## src/hdl/fec_pkg.sv

```systemverilog
// Shared types, codes and sizes for the file event coalescer.
package fec_pkg;

   localparam int TABLE_DEPTH          = 32;
   localparam int ADDR_BITS            = $clog2(TABLE_DEPTH);
   localparam int CNT_BITS             = $clog2(TABLE_DEPTH + 1);
   localparam int DEF_RESCAN_THRESHOLD = 32;
   localparam int DEF_NAME_BITS        = 16;
   localparam int KIND_BITS            = 4;
   localparam int RES_BITS             = 3;
   localparam int ID_BITS              = 16;
   localparam int TICK_BITS            = 16;
   localparam int ST_BITS              = 3;
   localparam int CSR_ADDR_BITS        = 3;
   localparam int CSR_DATA_BITS        = 32;

   localparam logic [TICK_BITS-1:0] DEBOUNCE_RESET = 16'd150;

   // input event kinds
   localparam logic [KIND_BITS-1:0] K_CREATED  = 4'd0;
   localparam logic [KIND_BITS-1:0] K_DELETED  = 4'd1;
   localparam logic [KIND_BITS-1:0] K_MODIFIED = 4'd2;
   localparam logic [KIND_BITS-1:0] K_ATTRS    = 4'd3;
   localparam logic [KIND_BITS-1:0] K_MFROM    = 4'd4;
   localparam logic [KIND_BITS-1:0] K_MTO      = 4'd5;
   localparam logic [KIND_BITS-1:0] K_GONE     = 4'd6;
   localparam logic [KIND_BITS-1:0] K_OVERFLOW = 4'd7;
   localparam logic [KIND_BITS-1:0] K_TICK     = 4'd8;
   localparam logic [KIND_BITS-1:0] K_FLUSH    = 4'd9;
   localparam logic [KIND_BITS-1:0] K_DISCARD  = 4'd10;

   // per-entry states
   localparam logic [ST_BITS-1:0] ST_NONE     = 3'd0;
   localparam logic [ST_BITS-1:0] ST_CREATED  = 3'd1;
   localparam logic [ST_BITS-1:0] ST_DELETED  = 3'd2;
   localparam logic [ST_BITS-1:0] ST_MODIFIED = 3'd3;
   localparam logic [ST_BITS-1:0] ST_MFROM    = 3'd4;
   localparam logic [ST_BITS-1:0] ST_MTO      = 3'd5;

   // result kinds
   localparam logic [RES_BITS-1:0] R_CREATED  = 3'd0;
   localparam logic [RES_BITS-1:0] R_DELETED  = 3'd1;
   localparam logic [RES_BITS-1:0] R_MODIFIED = 3'd2;
   localparam logic [RES_BITS-1:0] R_RENAMED  = 3'd3;
   localparam logic [RES_BITS-1:0] R_RESCAN   = 3'd4;
   localparam logic [RES_BITS-1:0] R_GONE     = 3'd5;

   localparam logic [CSR_ADDR_BITS-1:0] CSR_DEBOUNCE = 3'd0;

   typedef enum logic [1:0] {
      TERM_NONE     = 2'd0,
      TERM_OVERFLOW = 2'd1,
      TERM_GONE     = 2'd2
   } term_type;

   typedef struct packed {
      logic [CNT_BITS-1:0] ptr;
      logic                found;
      logic                exhausted;
   } scan_stat_type;

endpackage

```

## src/hdl/file_event_coalescer.sv

```systemverilog
// Top level of the file event coalescer: event sequencer, flush run and CSR port.
//
// Gathers per-name change events in a 32-entry table held in one RAM with two
// registered read ports, and on flush emits the net change as a stream of
// results, the final one marked by rsp_last. An event is accepted, then its
// name is searched for linearly; a delete that cancels a create moves each
// later entry down to close the gap. Ticks, discards and ignored kinds need
// no search. A flush walks the table with two scanners (one per read port):
// one walk for rename pairs and leftover halves, a second for the plain
// entries, unless it emits a single rescan or gone result instead. The result
// register lets the next event be accepted while the final result still waits
// to be taken. debounce_ticks sits at byte address 0.
module file_event_coalescer #(
   parameter int RESCAN_THRESHOLD = fec_pkg::DEF_RESCAN_THRESHOLD,
   parameter int NAME_BITS        = fec_pkg::DEF_NAME_BITS
) (
   input  logic                              clock,
   input  logic                              reset,
   input  logic                              req_valid,
   output logic                              req_ready,
   input  logic [fec_pkg::KIND_BITS-1:0]     req_kind,
   input  logic [fec_pkg::ID_BITS-1:0]       req_name_id,
   output logic                              rsp_valid,
   input  logic                              rsp_ready,
   output logic [fec_pkg::RES_BITS-1:0]      rsp_kind_res,
   output logic [fec_pkg::ID_BITS-1:0]       rsp_name_id_res,
   output logic [fec_pkg::ID_BITS-1:0]       rsp_new_name_id,
   output logic                              rsp_last,
   input  logic                              csr_psel,
   input  logic                              csr_penable,
   input  logic                              csr_pwrite,
   input  logic [fec_pkg::CSR_ADDR_BITS-1:0] csr_paddr,
   input  logic [fec_pkg::CSR_DATA_BITS-1:0] csr_pwdata,
   output logic [fec_pkg::CSR_DATA_BITS-1:0] csr_prdata,
   output logic                              csr_pready
);

   localparam int EC_BITS       = $clog2(RESCAN_THRESHOLD + 2);
   localparam int WORD_BITS     = fec_pkg::ST_BITS + NAME_BITS;
   localparam int CNT_BITS      = fec_pkg::CNT_BITS;
   localparam int ADDR_BITS     = fec_pkg::ADDR_BITS;
   localparam int ID_BITS       = fec_pkg::ID_BITS;
   localparam int RES_BITS      = fec_pkg::RES_BITS;
   localparam int ST_BITS       = fec_pkg::ST_BITS;
   localparam int CSR_DATA_BITS = fec_pkg::CSR_DATA_BITS;

   typedef enum logic [8:0] {
      S_IDLE    = 9'b000000001,
      S_SEARCH  = 9'b000000010,
      S_COMPACT = 9'b000000100,
      S_FSTART  = 9'b000001000,
      S_PAIR    = 9'b000010000,
      S_FROM    = 9'b000100000,
      S_TO      = 9'b001000000,
      S_PLAIN   = 9'b010000000,
      S_END     = 9'b100000000
   } state_type;

   state_type                       state_ff, state_in;
   logic [fec_pkg::TICK_BITS-1:0]   debounce_ff, debounce_in;
   logic [fec_pkg::TICK_BITS-1:0]   countdown_ff, countdown_in;
   logic                            running_ff, running_in;
   logic [EC_BITS-1:0]              ec_ff, ec_in;
   fec_pkg::term_type               term_ff, term_in;
   logic [CNT_BITS-1:0]             count_ff, count_in;
   logic [fec_pkg::KIND_BITS-1:0]   kind_ff, kind_in;
   logic [NAME_BITS-1:0]            name_ff, name_in;

   logic                            hold_v_ff, hold_v_in;
   logic [RES_BITS-1:0]             hold_kind_ff, hold_kind_in;
   logic [ID_BITS-1:0]              hold_a_ff, hold_a_in;
   logic [ID_BITS-1:0]              hold_b_ff, hold_b_in;

   logic                            out_v_ff, out_v_in;
   logic [RES_BITS-1:0]             out_kind_ff, out_kind_in;
   logic [ID_BITS-1:0]              out_a_ff, out_a_in;
   logic [ID_BITS-1:0]              out_b_ff, out_b_in;
   logic                            out_last_ff, out_last_in;

   logic                            wr_en;
   logic [ADDR_BITS-1:0]            wr_addr;
   logic [WORD_BITS-1:0]            wr_data;
   logic [WORD_BITS-1:0]            rdata_a, rdata_b;
   logic [ST_BITS-1:0]              a_state, b_state, cur, nst;
   logic [NAME_BITS-1:0]            a_name, b_name;

   logic                            f_load, t_load, f_match, t_match, f_consume, t_consume;
   logic [CNT_BITS-1:0]             f_load_ptr;
   fec_pkg::scan_stat_type          f_stat, t_stat;

   logic                            out_free, gen_ok, gen, post, do_note, clear;
   logic [RES_BITS-1:0]             gen_kind;
   logic [ID_BITS-1:0]              gen_a, gen_b;
   logic                            csr_wr, accept;

   fec_ram #(
      .WIDTH (WORD_BITS),
      .DEPTH (fec_pkg::TABLE_DEPTH)
   ) u_table (
      .clock     (clock),
      .wr_en     (wr_en),
      .wr_addr   (wr_addr),
      .wr_data   (wr_data),
      .rd_addr_a (f_stat.ptr[ADDR_BITS-1:0]),
      .rd_data_a (rdata_a),
      .rd_addr_b (t_stat.ptr[ADDR_BITS-1:0]),
      .rd_data_b (rdata_b)
   );

   // scanner f: name search, compaction, moved_from and plain passes
   fec_scan u_scan_f (
      .clock    (clock),
      .reset    (reset),
      .load     (f_load),
      .load_ptr (f_load_ptr),
      .count    (count_ff),
      .match    (f_match),
      .consume  (f_consume),
      .stat     (f_stat)
   );

   // scanner t: moved_to entries
   fec_scan u_scan_t (
      .clock    (clock),
      .reset    (reset),
      .load     (t_load),
      .load_ptr ('0),
      .count    (count_ff),
      .match    (t_match),
      .consume  (t_consume),
      .stat     (t_stat)
   );

   assign a_state = rdata_a[NAME_BITS +: ST_BITS];
   assign a_name  = rdata_a[NAME_BITS-1:0];
   assign b_state = rdata_b[NAME_BITS +: ST_BITS];
   assign b_name  = rdata_b[NAME_BITS-1:0];

   assign req_ready  = state_ff == S_IDLE;
   assign accept     = req_valid && req_ready;
   assign csr_pready = 1'b1;
   assign csr_wr     = csr_psel && csr_penable && csr_pwrite && !csr_paddr[2];
   assign csr_prdata = csr_paddr[2] ? '0 : CSR_DATA_BITS'(debounce_ff);

   assign rsp_valid       = out_v_ff;
   assign rsp_kind_res    = out_kind_ff;
   assign rsp_name_id_res = out_a_ff;
   assign rsp_new_name_id = out_b_ff;
   assign rsp_last        = out_last_ff;

   assign out_free = !out_v_ff || rsp_ready;
   assign gen_ok   = !hold_v_ff || out_free;

   // scanner match per phase
   always_comb begin
      unique case (state_ff)
         S_SEARCH:        f_match = a_name == name_ff;
         S_COMPACT:       f_match = 1'b1;
         S_PAIR, S_FROM:  f_match = a_state == fec_pkg::ST_MFROM;
         S_PLAIN:         f_match = (a_state == fec_pkg::ST_CREATED) ||
                                    (a_state == fec_pkg::ST_DELETED) ||
                                    (a_state == fec_pkg::ST_MODIFIED);
         default:         f_match = 1'b0;
      endcase
      t_match = b_state == fec_pkg::ST_MTO;
   end

   always_comb begin
      state_in     = state_ff;
      debounce_in  = debounce_ff;
      countdown_in = countdown_ff;
      running_in   = running_ff;
      ec_in        = ec_ff;
      term_in      = term_ff;
      count_in     = count_ff;
      kind_in      = kind_ff;
      name_in      = name_ff;
      f_load       = 1'b0;
      t_load       = 1'b0;
      f_load_ptr   = '0;
      f_consume    = 1'b0;
      t_consume    = 1'b0;
      wr_en        = 1'b0;
      wr_addr      = f_stat.ptr[ADDR_BITS-1:0];
      wr_data      = rdata_a;
      gen          = 1'b0;
      gen_kind     = fec_pkg::R_CREATED;
      gen_a        = '0;
      gen_b        = '0;
      post         = 1'b0;
      do_note      = 1'b0;
      clear        = 1'b0;
      cur          = fec_pkg::ST_NONE;
      nst          = fec_pkg::ST_NONE;

      unique case (state_ff)
         S_IDLE: begin
            if (accept) begin
               kind_in = req_kind;
               name_in = NAME_BITS'(req_name_id);
               priority if (req_kind <= fec_pkg::K_OVERFLOW) begin
                  if (ec_ff <= EC_BITS'(RESCAN_THRESHOLD)) begin
                     ec_in = ec_ff + 1'b1;
                  end
                  f_load   = 1'b1;
                  state_in = S_SEARCH;
               end else if (req_kind == fec_pkg::K_TICK) begin
                  if (running_ff) begin
                     if (countdown_ff <= 16'd1) begin
                        state_in = S_FSTART;
                     end else begin
                        countdown_in = countdown_ff - 1'b1;
                     end
                  end
               end else if (req_kind == fec_pkg::K_FLUSH) begin
                  state_in = S_FSTART;
               end else if (req_kind == fec_pkg::K_DISCARD) begin
                  clear        = 1'b1;
                  countdown_in = '0;
                  running_in   = 1'b0;
               end else begin
                  // unused kinds: drop
               end
            end
         end

         S_SEARCH: begin
            if (term_ff != fec_pkg::TERM_NONE || kind_ff > fec_pkg::K_MTO) begin
               if (term_ff == fec_pkg::TERM_NONE) begin
                  term_in = (kind_ff == fec_pkg::K_GONE) ? fec_pkg::TERM_GONE
                                                         : fec_pkg::TERM_OVERFLOW;
               end
               post = 1'b1;
            end else if (f_stat.found || f_stat.exhausted) begin
               cur  = f_stat.found ? a_state : fec_pkg::ST_NONE;
               post = 1'b1;
               unique case (kind_ff)
                  fec_pkg::K_CREATED: begin
                     do_note = 1'b1;
                     nst = (cur == fec_pkg::ST_DELETED) ? fec_pkg::ST_MODIFIED
                                                        : fec_pkg::ST_CREATED;
                  end
                  fec_pkg::K_DELETED: begin
                     if (cur == fec_pkg::ST_CREATED) begin
                        // cancel: close the gap from the entry after it
                        post       = 1'b0;
                        f_load     = 1'b1;
                        f_load_ptr = f_stat.ptr + 1'b1;
                        state_in   = S_COMPACT;
                     end else begin
                        do_note = 1'b1;
                        nst     = fec_pkg::ST_DELETED;
                     end
                  end
                  fec_pkg::K_MODIFIED, fec_pkg::K_ATTRS: begin
                     do_note = cur != fec_pkg::ST_CREATED;
                     nst     = fec_pkg::ST_MODIFIED;
                  end
                  fec_pkg::K_MFROM: begin
                     do_note = 1'b1;
                     nst     = fec_pkg::ST_MFROM;
                  end
                  default: begin
                     do_note = 1'b1;
                     nst     = fec_pkg::ST_MTO;
                  end
               endcase
               if (do_note) begin
                  wr_data = {nst, name_ff};
                  if (f_stat.found) begin
                     wr_en = 1'b1;
                  end else if (count_ff >= CNT_BITS'(fec_pkg::TABLE_DEPTH)) begin
                     term_in = fec_pkg::TERM_OVERFLOW;
                  end else begin
                     wr_en    = 1'b1;
                     wr_addr  = count_ff[ADDR_BITS-1:0];
                     count_in = count_ff + 1'b1;
                  end
               end
            end
         end

         S_COMPACT: begin
            if (f_stat.exhausted) begin
               count_in = count_ff - 1'b1;
               post     = 1'b1;
            end else if (f_stat.found) begin
               wr_en     = 1'b1;
               wr_addr   = f_stat.ptr[ADDR_BITS-1:0] - 1'b1;
               f_consume = 1'b1;
            end
         end

         S_FSTART: begin
            running_in   = 1'b0;
            countdown_in = '0;
            f_load       = 1'b1;
            t_load       = 1'b1;
            priority if (ec_ff == '0) begin
               clear    = 1'b1;
               state_in = S_IDLE;
            end else if (ec_ff > EC_BITS'(RESCAN_THRESHOLD) ||
                         term_ff == fec_pkg::TERM_OVERFLOW) begin
               gen      = 1'b1;
               gen_kind = fec_pkg::R_RESCAN;
               state_in = S_END;
            end else if (term_ff == fec_pkg::TERM_GONE) begin
               gen      = 1'b1;
               gen_kind = fec_pkg::R_GONE;
               state_in = S_END;
            end else begin
               state_in = S_PAIR;
            end
         end

         S_PAIR: begin
            if (f_stat.exhausted || t_stat.exhausted) begin
               state_in = S_FROM;
            end else if (f_stat.found && t_stat.found && gen_ok) begin
               gen       = 1'b1;
               gen_kind  = fec_pkg::R_RENAMED;
               gen_a     = ID_BITS'(a_name);
               gen_b     = ID_BITS'(b_name);
               f_consume = 1'b1;
               t_consume = 1'b1;
            end
         end

         S_FROM: begin
            if (f_stat.exhausted) begin
               state_in = S_TO;
            end else if (f_stat.found && gen_ok) begin
               gen       = 1'b1;
               gen_kind  = fec_pkg::R_DELETED;
               gen_a     = ID_BITS'(a_name);
               f_consume = 1'b1;
            end
         end

         S_TO: begin
            if (t_stat.exhausted) begin
               f_load   = 1'b1;
               state_in = S_PLAIN;
            end else if (t_stat.found && gen_ok) begin
               gen       = 1'b1;
               gen_kind  = fec_pkg::R_CREATED;
               gen_a     = ID_BITS'(b_name);
               t_consume = 1'b1;
            end
         end

         S_PLAIN: begin
            if (f_stat.exhausted) begin
               state_in = S_END;
            end else if (f_stat.found && gen_ok) begin
               gen       = 1'b1;
               gen_a     = ID_BITS'(a_name);
               f_consume = 1'b1;
               unique case (a_state)
                  fec_pkg::ST_CREATED: gen_kind = fec_pkg::R_CREATED;
                  fec_pkg::ST_DELETED: gen_kind = fec_pkg::R_DELETED;
                  default:             gen_kind = fec_pkg::R_MODIFIED;
               endcase
            end
         end

         S_END: begin
            // release the held result as the final one, then drop the burst
            if (!hold_v_ff || out_free) begin
               clear    = 1'b1;
               state_in = S_IDLE;
            end
         end

         default: begin
            state_in = S_IDLE;
         end
      endcase

      if (post) begin
         if (kind_ff == fec_pkg::K_GONE) begin
            state_in = S_FSTART;
         end else begin
            countdown_in = debounce_ff;
            running_in   = 1'b1;
            state_in     = S_IDLE;
         end
      end

      if (clear) begin
         count_in = '0;
         ec_in    = '0;
         term_in  = fec_pkg::TERM_NONE;
      end

      if (csr_wr) begin
         debounce_in = csr_pwdata[fec_pkg::TICK_BITS-1:0];
         if (running_ff) begin
            countdown_in = csr_pwdata[fec_pkg::TICK_BITS-1:0];
         end
      end
   end

   // hold stage and result register: a result leaves the hold stage only
   // when the next one arrives or the run ends, so last is known
   always_comb begin
      hold_v_in    = hold_v_ff;
      hold_kind_in = hold_kind_ff;
      hold_a_in    = hold_a_ff;
      hold_b_in    = hold_b_ff;
      out_v_in     = out_v_ff && !rsp_ready;
      out_kind_in  = out_kind_ff;
      out_a_in     = out_a_ff;
      out_b_in     = out_b_ff;
      out_last_in  = out_last_ff;
      if ((gen && hold_v_ff) || (state_ff == S_END && hold_v_ff && out_free)) begin
         out_v_in    = 1'b1;
         out_kind_in = hold_kind_ff;
         out_a_in    = hold_a_ff;
         out_b_in    = hold_b_ff;
         out_last_in = !gen;
         hold_v_in   = 1'b0;
      end
      if (gen) begin
         hold_v_in    = 1'b1;
         hold_kind_in = gen_kind;
         hold_a_in    = gen_a;
         hold_b_in    = gen_b;
      end
   end

   always_ff @(posedge clock) begin
      if (reset) begin
         state_ff     <= S_IDLE;
         debounce_ff  <= fec_pkg::DEBOUNCE_RESET;
         countdown_ff <= '0;
         running_ff   <= 1'b0;
         ec_ff        <= '0;
         term_ff      <= fec_pkg::TERM_NONE;
         count_ff     <= '0;
         hold_v_ff    <= 1'b0;
         out_v_ff     <= 1'b0;
      end else begin
         state_ff     <= state_in;
         debounce_ff  <= debounce_in;
         countdown_ff <= countdown_in;
         running_ff   <= running_in;
         ec_ff        <= ec_in;
         term_ff      <= term_in;
         count_ff     <= count_in;
         hold_v_ff    <= hold_v_in;
         out_v_ff     <= out_v_in;
      end
   end

   always_ff @(posedge clock) begin
      kind_ff      <= kind_in;
      name_ff      <= name_in;
      hold_kind_ff <= hold_kind_in;
      hold_a_ff    <= hold_a_in;
      hold_b_ff    <= hold_b_in;
      out_kind_ff  <= out_kind_in;
      out_a_ff     <= out_a_in;
      out_b_ff     <= out_b_in;
      out_last_ff  <= out_last_in;
   end

endmodule

```

## src/hdl/fec_ram.sv

```systemverilog
// Generic RAM: one write port, two registered read ports.
module fec_ram #(
   parameter int WIDTH = 8,
   parameter int DEPTH = 32
) (
   input  logic                     clock,
   input  logic                     wr_en,
   input  logic [$clog2(DEPTH)-1:0] wr_addr,
   input  logic [WIDTH-1:0]         wr_data,
   input  logic [$clog2(DEPTH)-1:0] rd_addr_a,
   output logic [WIDTH-1:0]         rd_data_a,
   input  logic [$clog2(DEPTH)-1:0] rd_addr_b,
   output logic [WIDTH-1:0]         rd_data_b
);

   logic [WIDTH-1:0] mem [DEPTH];

   always_ff @(posedge clock) begin
      if (wr_en) begin
         mem[wr_addr] <= wr_data;
      end
      rd_data_a <= mem[rd_addr_a];
      rd_data_b <= mem[rd_addr_b];
   end

endmodule

```

## src/hdl/fec_scan.sv

```systemverilog
// Table scanner: walks a read pointer until the entry under it matches.
module fec_scan (
   input  logic                         clock,
   input  logic                         reset,
   input  logic                         load,
   input  logic [fec_pkg::CNT_BITS-1:0] load_ptr,
   input  logic [fec_pkg::CNT_BITS-1:0] count,
   input  logic                         match,
   input  logic                         consume,
   output fec_pkg::scan_stat_type       stat
);

   logic [fec_pkg::CNT_BITS-1:0] ptr_ff, ptr_in;
   logic                         vld_ff, vld_in;
   logic                         exh, advance;

   always_comb begin
      exh        = ptr_ff >= count;
      stat.ptr   = ptr_ff;
      stat.exhausted = exh;
      stat.found = vld_ff && !exh && match;
      advance    = !load && (consume || (vld_ff && !exh && !match));
      if (load) begin
         ptr_in = load_ptr;
      end else if (advance) begin
         ptr_in = ptr_ff + 1'b1;
      end else begin
         ptr_in = ptr_ff;
      end
      // read data is valid only when the pointer was neither loaded nor advanced
      vld_in = !load && !advance;
   end

   always_ff @(posedge clock) begin
      if (reset) begin
         ptr_ff <= '0;
         vld_ff <= 1'b0;
      end else begin
         ptr_ff <= ptr_in;
         vld_ff <= vld_in;
      end
   end

endmodule
```

## config.mk

```make
export PLATFORM = sky130hd
export DESIGN_NAME = file_event_coalescer
export DESIGN_NICKNAME = d
export VERILOG_FILES = /design/src/hdl/fec_pkg.sv /design/src/hdl/file_event_coalescer.sv /design/src/hdl/fec_ram.sv /design/src/hdl/fec_scan.sv
export SDC_FILE = /design/constraint.sdc
export NUM_CORES = 1
export LEC_CHECK = 0
export BUFFER_PORTS_ARGS = -buffer_cell sky130_fd_sc_hd__buf_2
export CORE_MARGIN = 5
export CORE_UTILIZATION = 39
export DETAILED_ROUTE_END_ITERATION = 12
export GPL_TIMING_DRIVEN = 0
export SYNTH_ARGS = -nofsm -noshare
export SYNTH_HDL_FRONTEND = slang
export SYNTH_SLANG_ARGS = --single-unit
```

## constraint.sdc

```tcl
create_clock -name clock -period 6.6 [get_ports clock]
set_input_delay 0.66 -clock clock [delete_from_list [all_inputs] [get_ports clock]]
set_output_delay 0.66 -clock clock [all_outputs]
set_load 0.01 [all_outputs]
```

==> results by group <==
Die
  – Rows: 113
  – Starting Density: 0.393
  – Die H: 319 um
  – Core Area: 95,000 um^2
  – Num ports: 133
  – Die width: 319 um
  – Die Area: 102,000 um^2

Cells and area
  – Largest regs: u_table.mem: 608 flops, u_table.rd_data_a: 19 flops, u_table.rd_data_b: 19 flops
  – Most flops, register: u_table.mem
  – Commonest non-fill, non-tap cell in the layout: edfxtp_1
  – # nets final: 2,384
  – Final Util: 0.450
  – Area Growth Syn to Fin: 14.5%
  – Highest-count cells in the layout ignoring fill and taps: 699 x edfxtp_1, 380 x mux4_2, 110 x dfxtp_1
  – Largest register FFs: 608
  – Share of post-route cells with drive strength above 1: 0.328

Critical path
  – Worst r2r path cells: 13
  – Worst Path Max Fanout: 19
  – Critical path startpoint category: register
  – Critical Path Sink: u_table.mem[30][6]$_DFFE_PP_
  – Setup crit end kind: register
  – Required time worst endpoint: 6.85 ns
  – CP Launch Point: u_scan_f.ptr_ff[0]$_SDFFE_PP0N_
  – R2R Path End: u_table.mem[30][6]$_DFFE_PP_
  – Reg2Reg Launch Point: u_scan_f.ptr_ff[0]$_SDFFE_PP0N_
  – Crit Path Category: reg -> reg
  – R2R Setup Slk: 0.69 ns
  – Arr. time, crit path: 6.16 ns

Synthesis
  – Syn avg cell area: 17.9 um^2
  – Mapped cell area: 37,300 um^2
  – Number of synthesized register bits: 809
  – EDFF count, synth: 699
  – Post-synthesis sequential area ratio: 0.621
  – Post-synthesis cell count: 2,083
  – Syn. warnings: 0
  – Ys async rst share: 0
  – Main synth FF type: edfxtp_1
  – Yosys cell types: 88

Min path
  – Worst hold path class: in -> reg
  – Hold path cells: 1

Flow run
  – Max cap viols: 0

Routing
  – Met2 wire length: 54.8 mm
  – Via count: 22,132
  – WL final: 114 mm
  – Drt first-iter violations: 2,584
  – Vias per cell: 6.09
  – ANT nets after route: 0
  – # DRC: 0
  – DR top layer: met5
  – Met1 WL: 43.0 mm
  – DR WL met3: 10.1 mm
  – Drt first pass iters: 6
  – Wire per inst: 31.4 um

STA
  – RSZ-0062 raised after global routing: false
  – Slew Limit Fails: 0
  – Period utilization: 0.895
  – Setup Skew: 0.0340 ns
  – Fin. Hold Viols: 0
  – Slew margin rel.: 0.145
  – Final Setup Violations: 0
  – Maximum clock frequency: 0.169 GHz
  – TNS Setup: 0 ns
  – Crit path time final: 5.91 ns
  – Worst-Margin Slew: 1.28 ns

Clock tree
  – Clock latency on the worst-skew pair: 0.66 ns
  – Cts bufs inserted: 86
  – Clk root buf: clkbuf_16
  – CTS tree: done
  – Clk slew on worst S/H paths: 0.06 ns
  – Clock Sink Count: 809
  – Clock buffer depth: 3
  – CTS H-tree depth: 3

Global routing
  – First-pass GRT wire length: 164 mm
  – Tot GR Track Use: 0.222
  – Largest net degree at the start of global routing: 38
  – GR Overflow Total: 0
  – Initial antenna violation count: 9
  – Vias in the first global route: 22,746

Power
  – PwrDens: 269 nW/um^2
  – Maximum vdd drop: 0.174 mV
  – Pwr Total: 0.0115 W
  – Lkg Pwr: 12.7 nW

Placed design
  – Final HPWL from detailed placement: 80.0 mm
  – I/O Buffers: 97
  – Routability Congestion: 0.901

Run status
  – Status: complete, no violations
cell families after synthesis:
kind of cell / after synthesis / share of synthesized area
AO/OA/AOI/OAI: 206 / 0.0385
XOR/XNOR: 35 / 0.00821
adder cells (fa/ha/maj): 24 / 0.00825
buffers and inverters: 170 / 0.0196
flip-flops: 809 / 0.621
multiplexers: 440 / 0.247
other: 2 / 0.000201
AND/OR/NAND/NOR: 397 / 0.0566
per-stage QoR:
stage	std cells	setup slack, ns	cell area (um^2)	hold WS, ns
2_1_floorplan	2098	1.73	37400	0.400
3_3_place_gp	3460	-0.0315	39500	0.402
3_5_place_dp	3475	-0.121	39900	0.405
4_1_cts	3632	0.326	42700	0.154
5_1_grt	3632	0.237	42700	0.161
6_report	3634	0.691	42700	0.187
how the worst min path moves through the flow:
stage                                               to                  startpoint  slack (ns)
after global placement       rsp_kind_res[2]$_DFFE_PP_   hold_kind_ff[2]$_DFFE_PP_        0.40
after detailed placement  rsp_new_name_id[6]$_DFFE_PP_  hold_b_ff[6]$_SDFFCE_PP0P_        0.40
final                            name_ff[11]$_DFFE_PP_             req_name_id[11]        0.19
after global routing              name_ff[5]$_DFFE_PP_              req_name_id[5]        0.16
after floorplan              rsp_kind_res[0]$_DFFE_PP_   hold_kind_ff[0]$_DFFE_PP_        0.40
after CTS                        name_ff[11]$_DFFE_PP_             req_name_id[11]        0.15
final cells by class:
class / count / area (um^2)
Antenna cell: 2 / 5.00
Buffer: 146 / 642
Clock buffer: 106 / 2270
Clock inverter: 51 / 564
Fill cell: 8196 / 52300
Inverter: 24 / 90.1
Multi-Input combinational cell: 1119 / 13700
Sequential cell: 809 / 23200
Tap cell: 1265 / 1580
Timing Repair Buffer: 112 / 723
cell usage after synthesis, types with 9 or more instances:
| library cell | instances | area share |
|---|---|---|
| a21oi_1 | 56 | 0.0075 |
| a22o_1 | 16 | 0.0038 |
| a31oi_1 | 11 | 0.0018 |
| and2_1 | 22 | 0.0037 |
| buf_1 | 32 | 0.0032 |
| buf_2 | 9 | 0.0012 |
| buf_4 | 18 | 0.0036 |
| clkbuf_1 | 85 | 0.0085 |
| dfxtp_1 | 110 | 0.059 |
| edfxtp_1 | 699 | 0.56 |
| ha_1 | 23 | 0.0077 |
| inv_1 | 23 | 0.0023 |
| mux2_2 | 54 | 0.016 |
| mux4_2 | 380 | 0.23 |
| nand2_1 | 82 | 0.0082 |
| nand2b_1 | 9 | 0.0015 |
| nand3_1 | 37 | 0.0050 |
| nand4_1 | 13 | 0.0022 |
| nor2_1 | 112 | 0.011 |
| nor2b_1 | 23 | 0.0039 |
| nor3_1 | 27 | 0.0036 |
| o211ai_1 | 22 | 0.0044 |
| o21ai_0 | 24 | 0.0032 |
| xnor2_1 | 29 | 0.0068 |
where the power goes:
group	total, W	leakage (nW)	internal (W)	switching [W]
clock network	0.00487	1.37	0.00278	0.00209
logic	0.000919	4.34	0.000351	0.000568
registers	0.00571	7.01	0.00565	0.0000539
total	0.0115	12.7	0.00878	0.00271
timing repair:
| item | 4_1_cts | 5_1_grt |
|---|---|---|
| endpoints found under the setup margin | 36 | 36 |
| setup buffers | 0 | 0 |
| resized for setup | 1 | 1 |
| pin swaps | 0 | 0 |
| hold buffers | 0 | 0 |
metal layers:
| layer | vias to the layer above | global-route usage |
|---|---|---|
| met1 | 11629 | 0.288 |
| met4 | 2 | 0.0981 |
| met2 | 1184 | 0.363 |
| met3 | 233 | 0.0452 |
| li1 | 9084 | - |
| met5 | - | 0 |
worst max-delay path: stages, from the launching register on:
cell and delay (ns):
dfxtp_1 0.33, clkbuf_1 0.46, clkbuf_1 0.58, inv_1 0.15, ha_1 0.29, nand2b_1 0.14
a21o_1 0.22, a211oi_1 0.60, buf_2 0.33, nand3_1 0.29, nand3_1 0.20, o211a_1 0.19
nand3_1 0.63, nor2_4 1.06
Power figures use the tool's default switching activity.
